<file path="config.mk">
export PLATFORM = sky130hd
export DESIGN_NAME = nqse_cell
export DESIGN_NICKNAME = d
export VERILOG_FILES = /design/src/rtl/core/n_queens_solution_enumerator_defines.svh /design/src/rtl/core/nqse_pkg.sv /design/src/rtl/core/nqse_cell.sv
export SDC_FILE = /design/constraint.sdc
export NUM_CORES = 1
export LEC_CHECK = 0
export BUFFER_PORTS_ARGS = -buffer_cell sky130_fd_sc_hd__buf_4
export CORE_MARGIN = 4
export CORE_UTILIZATION = 25
export DETAILED_ROUTE_END_ITERATION = 6
export PLACE_DENSITY = 0.76
export SLEW_MARGIN = 20
export SYNTH_ARGS = -nofsm -noshare
export SYNTH_HDL_FRONTEND = slang
export SYNTH_SLANG_ARGS = --single-unit
</file>
<file path="constraint.sdc">
create_clock -name clk -period 1.26 [get_ports clk]
set_clock_uncertainty 0.05 [all_clocks]
set_input_delay 0.126 -clock clk [delete_from_list [all_inputs] [get_ports clk]]
set_output_delay 0.126 -clock clk [all_outputs]
set_load 0.1 [all_outputs]
</file>
<file path="src/rtl/core/n_queens_solution_enumerator_defines.svh">
// Assertion macros for the n-queens solution enumerator.
`ifndef N_QUEENS_SOLUTION_ENUMERATOR_DEFINES_SVH
`define N_QUEENS_SOLUTION_ENUMERATOR_DEFINES_SVH
`ifndef SYNTH
`define NQSE_ASSERT(lbl, clk, rst_n, prop) \
	lbl: assert property (@(posedge clk) disable iff (!rst_n) (prop)) \
		else $error("nqse: invariant violated");
`define NQSE_ASSERT_IMPL(lbl, clk, rst_n, ante, cons) \
	lbl: assert property (@(posedge clk) disable iff (!rst_n) (ante) |-> (cons)) \
		else $error("nqse: implication violated");
`define NQSE_ASSERT_NEXT(lbl, clk, rst_n, ante, cons) \
	lbl: assert property (@(posedge clk) disable iff (!rst_n) (ante) |=> (cons)) \
		else $error("nqse: next-cycle check violated");
`else
`define NQSE_ASSERT(lbl, clk, rst_n, prop)
`define NQSE_ASSERT_IMPL(lbl, clk, rst_n, ante, cons)
`define NQSE_ASSERT_NEXT(lbl, clk, rst_n, ante, cons)
`endif
`endif

</file>
<file path="src/rtl/core/nqse_pkg.sv">
// Shared constants, types and codes of the n-queens solution enumerator.
package nqse_pkg;

	localparam int NQ_MAX_SIZE  = 8;
	localparam int NQ_BOARD_MAX = 8;
	localparam int COL_W        = 4;
	localparam int ROW_W        = 3;
	localparam int SIZE_W       = 4;
	localparam int BOARD_W      = 64;
	localparam int BIDX_W       = $clog2(BOARD_W);
	localparam int ADDR_W       = 3;
	localparam int DATA_W       = 32;

	localparam logic [SIZE_W-1:0] SIZE_RESET     = SIZE_W'(8);
	localparam logic              REG_BOARD_SIZE = 1'b0;

	typedef enum logic [1:0] {
		ST_IDLE,
		ST_SEARCH,
		ST_EMIT
	} nq_state_t;

	typedef struct packed {
		logic [NQ_BOARD_MAX-1:0] rows;
		logic [NQ_BOARD_MAX-1:0] up;
		logic [NQ_BOARD_MAX-1:0] dn;
	} occ_t;

	typedef struct packed {
		logic [COL_W-1:0] depth;
		logic             wr_en;
		logic [COL_W-1:0] wr_col;
		logic [ROW_W-1:0] wr_row;
	} cell_cmd_t;

	typedef struct packed {
		logic             placed;
		logic             wr_en;
		logic [ROW_W-1:0] wr_row;
	} cell_ctl_t;

endpackage

</file>
<file path="src/rtl/core/nqse_cell.sv">
// One column cell: holds its queen row and passes attack masks to the next column.
module nqse_cell import nqse_pkg::*; (
	input  logic                    clk,
	input  cell_ctl_t               ctl,
	input  occ_t                    occ_in,
	output occ_t                    occ_out,
	output logic [NQ_BOARD_MAX-1:0] free_rows,
	output logic [ROW_W-1:0]        row
);

	logic [ROW_W-1:0]        row_q;
	logic [NQ_BOARD_MAX-1:0] qbit;

	always_ff @(posedge clk) begin
		if (ctl.wr_en) begin
			row_q <= ctl.wr_row;
		end
	end

	always_comb begin
		qbit         = ctl.placed ? (NQ_BOARD_MAX'(1) << row_q) : '0;
		occ_out.rows = occ_in.rows | qbit;
		occ_out.dn   = (occ_in.dn | qbit) << 1;
		occ_out.up   = (occ_in.up | qbit) >> 1;
		free_rows    = ~(occ_in.rows | occ_in.up | occ_in.dn);
	end

	assign row = row_q;

endmodule

</file>
==> metrics.md, run 1 <==
| Metric | Value |
|---|---|
| YS warnings | 0 |
| Syn Inst Count | 44 |
| First error | [ERROR DPL-0038] Utilization greater than 100%, impossible to legalize |
| Row count | 13 |
| Cts repair resizes | 76 |
| H-tree depth | 1 |
| Die Ht | ~46 um |
| Cell taking the most area after synthesis | edfxtp_1 |
| Count of buffers from port buffering | 62 |
| Register area share after synthesis | 24.7% |
| Die width | 46.2 um |
| CTS max path bufs | 2 |
| Synth Register Bits | 3 |
| Placer Congestion | 0.685 |
| Io pins | 65 |
| Num Clock Sinks | 3 |
| Synth cell types | 11 |
| CTS Hold Bufs | 0 |
| Placed wire-length estimate | roughly 1.4 mm |
| Largest cells by area after synthesis | edfxtp_1 25%, nand2b_1 19%, or2_1 15%, nor3_1 11%, and4bb_1 10% |
| Outcome | aborted with a tool error |
| Synth Area per Inst | slightly above 8 sq um |
| Pre-CTS WS | -0.232 ns |
| Last stage | 4_1_cts |
| Synth Cell Area | 365 sq um |
| Top cell type's share of synthesized area | 24.7% |
| CTS Buf Count | 3 |
| Setup Fix Bufs, Post-CTS | 2 |
| Clk root buf | clkbuf_4 |
| Initial Util | between 20% and 30% |
-- Yosys cell counts (all sizes together) --
cell / instances
nand2b: 11
or2: 11
nor3: 8
and4bb: 3
edfxtp: 3
nand4b: 3
buf: 2
conb: 1
nand4: 1
nor4b: 1
-- cells by family after synthesis --
family                 share of synthesized area, %
buffers and inverters                          4.11
flip-flops                                     24.7
AND/OR/NAND/NOR                                70.2
other                                          1.03
-- through the flow --
stage	instances	area [sq um]	hold slack [ns]
floorplan	45	518	0.175
global placement	124	1020	0.254
detailed placement	124	1020	0.256
==> run 2, diff against run 1 <==
--- a/config.mk
+++ b/config.mk
@@ -6,10 +6,10 @@
 export NUM_CORES = 1
 export LEC_CHECK = 0
 export BUFFER_PORTS_ARGS = -buffer_cell sky130_fd_sc_hd__buf_4
-export CORE_MARGIN = 4
-export CORE_UTILIZATION = 25
+export CORE_AREA = 4 4 65 67
 export DETAILED_ROUTE_END_ITERATION = 6
-export PLACE_DENSITY = 0.76
+export DIE_AREA = 0 0 69 71
+export PLACE_DENSITY_LB_ADDON = 0.15
 export SLEW_MARGIN = 20
 export SYNTH_ARGS = -nofsm -noshare
 export SYNTH_HDL_FRONTEND = slang
==> metrics.md, run 2 <==
| Metric | Value |
|---|---|
| Final WS setup | -0.388 ns |
| RSZ-0062 raised after global routing | true |
| Crit-path slowest cell | edfxtp_1 |
| Share of cells above drive strength 1 | 91.6% |
| Hold Slack | 0.0328 ns |
| Io pins | 65 |
| Clock Pin Slew Worst Setup and Hold Paths | around 0.030 ns |
| Crit-path cells | buf_6, nand4b_1, nand2b_2, buf_12 |
| DP Cell Count | ~160 |
| Final hold violation count | 0 |
| Pwr Density | between 900 and 1000 nW/um^2 |
| VDD IR max | 0.000637 V |
| Register area share after synthesis | 24.7% |
| FFs w/ async S/R, synth | 0% |
| Cell taking the most area after synthesis | edfxtp_1 |
| Vias in the first global route | 704 |
| Tot GR Track Use | 7.82% |
| Placer Congestion | approximately 0.66 |
| YS warnings | 0 |
| CTS Hold Bufs | 0 |
| Clk root buf | clkbuf_8 |
| Flip-flop count of the largest register after layout | 3 |
| CP max FO | 7 |
| Pin count of the biggest net entering global routing | 9 |
| Synth Register Bits | 3 |
| Final core occ | 41.2% |
| Top cell type's share of synthesized area | 24.7% |
| Most frequent cells after synthesis | 11 x nand2b_1, 9 x or2_1, 8 x nor3_1 |
| Residual DRC | 0 |
| Final Setup Violations | 23 |
| Outcome | finished, violations left |
| Crit path kind | reg -> out |
| Synth Cell Area | 365 sq um |
| CP delay by family, top | flip-flops |
| Synth Area per Inst | 8.30 sq um |
| Area delta synth->final | 309% |
| # diodes | 0 |
| Max-slew violation count | 0 |
| Number of flops mapped to enable cells by yosys | 3 |
| Syn Inst Count | 44 |
| Pre-CTS WS | -0.308 ns |
| Post-route minimum period | 1.65 ns |
| Vias | 643 |
| Pleak | 0.688 nW |
| Fin cells | 167 |
| Antenna Nets Post-Route | 0 |
| Count leader, synth | nand2b_1 |
| CTS Buf Count | 3 |
| Max capacitance violation total | 0 |
| First-pass GRT wire length | 3.12 mm |
| Routed vias/inst | around 3.9 |
| Core area | around 3600 sq um |
| Min-delay worst type | in -> reg |
| Comb pwr share | a little under three quarters |
| Flop pwr share | 8.9% |
| Die Ht | roughly 71 um |
| Main synth FF type | edfxtp_1 |
| Largest cells by area after synthesis | edfxtp_1 25%, nand2b_1 19%, or2_1 15%, nor3_1 11%, and4bb_1 10% |
| Count of buffers from port buffering | 62 |
| Commonest non-fill, non-tap cell in the layout | buf_4 |
| Worst path bufs/invs | 2 |
| Switching Fraction | 50.5% |
| Filler cell count | 356 |
| Critical Path RT | 1.08 ns |
| Failing checks | negative setup slack |
| Initial Util | 10.1% |
| Avg WL per Cell | 12.3 um |
| Crit path launch type | flip-flop |
| Die width | between 60 and 70 um |
| Pint | 720 uW |
| Placed wire-length estimate | 1.53 mm |
| Worst path arrival time | around 1.5 ns |
| Clk pwr share | 19.9% |
| Most frequent cells in the layout | 39 x buf_4, 23 x buf_12, 11 x or2_4 |
| Die area | 4900 sq um |
| Initial antenna violation count | 0 |
| Setup tns final | -7.75 ns |
| Net Switching | 733 uW |
| Num Clock Sinks | 3 |
| Worst path max stage delay | 0.48 ns |
| CP Capture Type | output port |
| Row count | 22 |
| CTS max path bufs | 2 |
| Synth cell types | 11 |
| Final #Nets | 150 |
| Grt ovf | 0 |
| CTS tree | done |
| Achievable Freq | 607 MHz |
| H-tree depth | 1 |
| Fin crit share | 131% |
| WL final | between 2 and 2.5 mm |
| DR iter-0 viols | 6 |
| Drt pass-1 iters | 5 |
-- run 2: cell counts after synthesis --
Identical to the previous run, type by type.
-- run 2: layer usage --
layer	wire length [um]	global-route usage [%]	vias up
met3	149	2.13	2
met5	0	0	-
met1	577	6.10	308
met2	1300	17.3	27
met4	15	3.25	0
li1	-	-	306
-- run 2: power groups by stage --
| stage | combinational, mW | sequential [mW] | clock (mW) |
|---|---|---|---|
| floorplan | 0.553 | 0.189 | 0 |
| global placement | 0.838 | 0.127 | 0 |
| detailed placement | 0.841 | 0.128 | 0 |
| CTS | 1.02 | 0.129 | 0.293 |
| global route | 1.06 | 0.131 | 0.303 |
| finish | 1.04 | 0.129 | 0.289 |
-- run 2: cells by family after synthesis --
| logic type | after synthesis | share of synthesized area, % |
|---|---|---|
| DFF | 3 | 24.7 |
| and+or+nand+nor | 38 | 70.2 |
| buffers and inverters | 2 | 4.11 |
| other | 1 | 1.03 |
-- run 2: timing repair --
| item | 4_1_cts | 5_1_grt |
|---|---|---|
| setup buffers | 3 | 3 |
| pin swaps | 4 | 4 |
| resized for setup | 76 | 12 |
| endpoints found under the setup margin | 25 | 25 |
-- run 2: layout make-up --
type	count	area [sq um]	share of cell area [%]
tap	48	60.1	4.02
sequential	3	90.1	6.03
timing repair buffer	72	866	57.9
multi-input combinational	40	434	29.0
clock buffer	4	45.0	3.01
-- run 2: metrics by stage --
step	cell area, sq um	total power [mW]
global route	1500	1.50
CTS	1460	1.44
global placement	1070	0.966
floorplan	518	0.741
detailed placement	1070	0.968
finish	1500	1.45
-- run 2: worst paths after layout --
kind	depth (start not counted)	slack [ns]	start	to
worst max-delay path	4	-0.39	row[1]	occ_out[21]
worst min-delay path	1	0.03	ctl[2]	row[2]
Note: power is estimated with default switching activity, not from simulation.
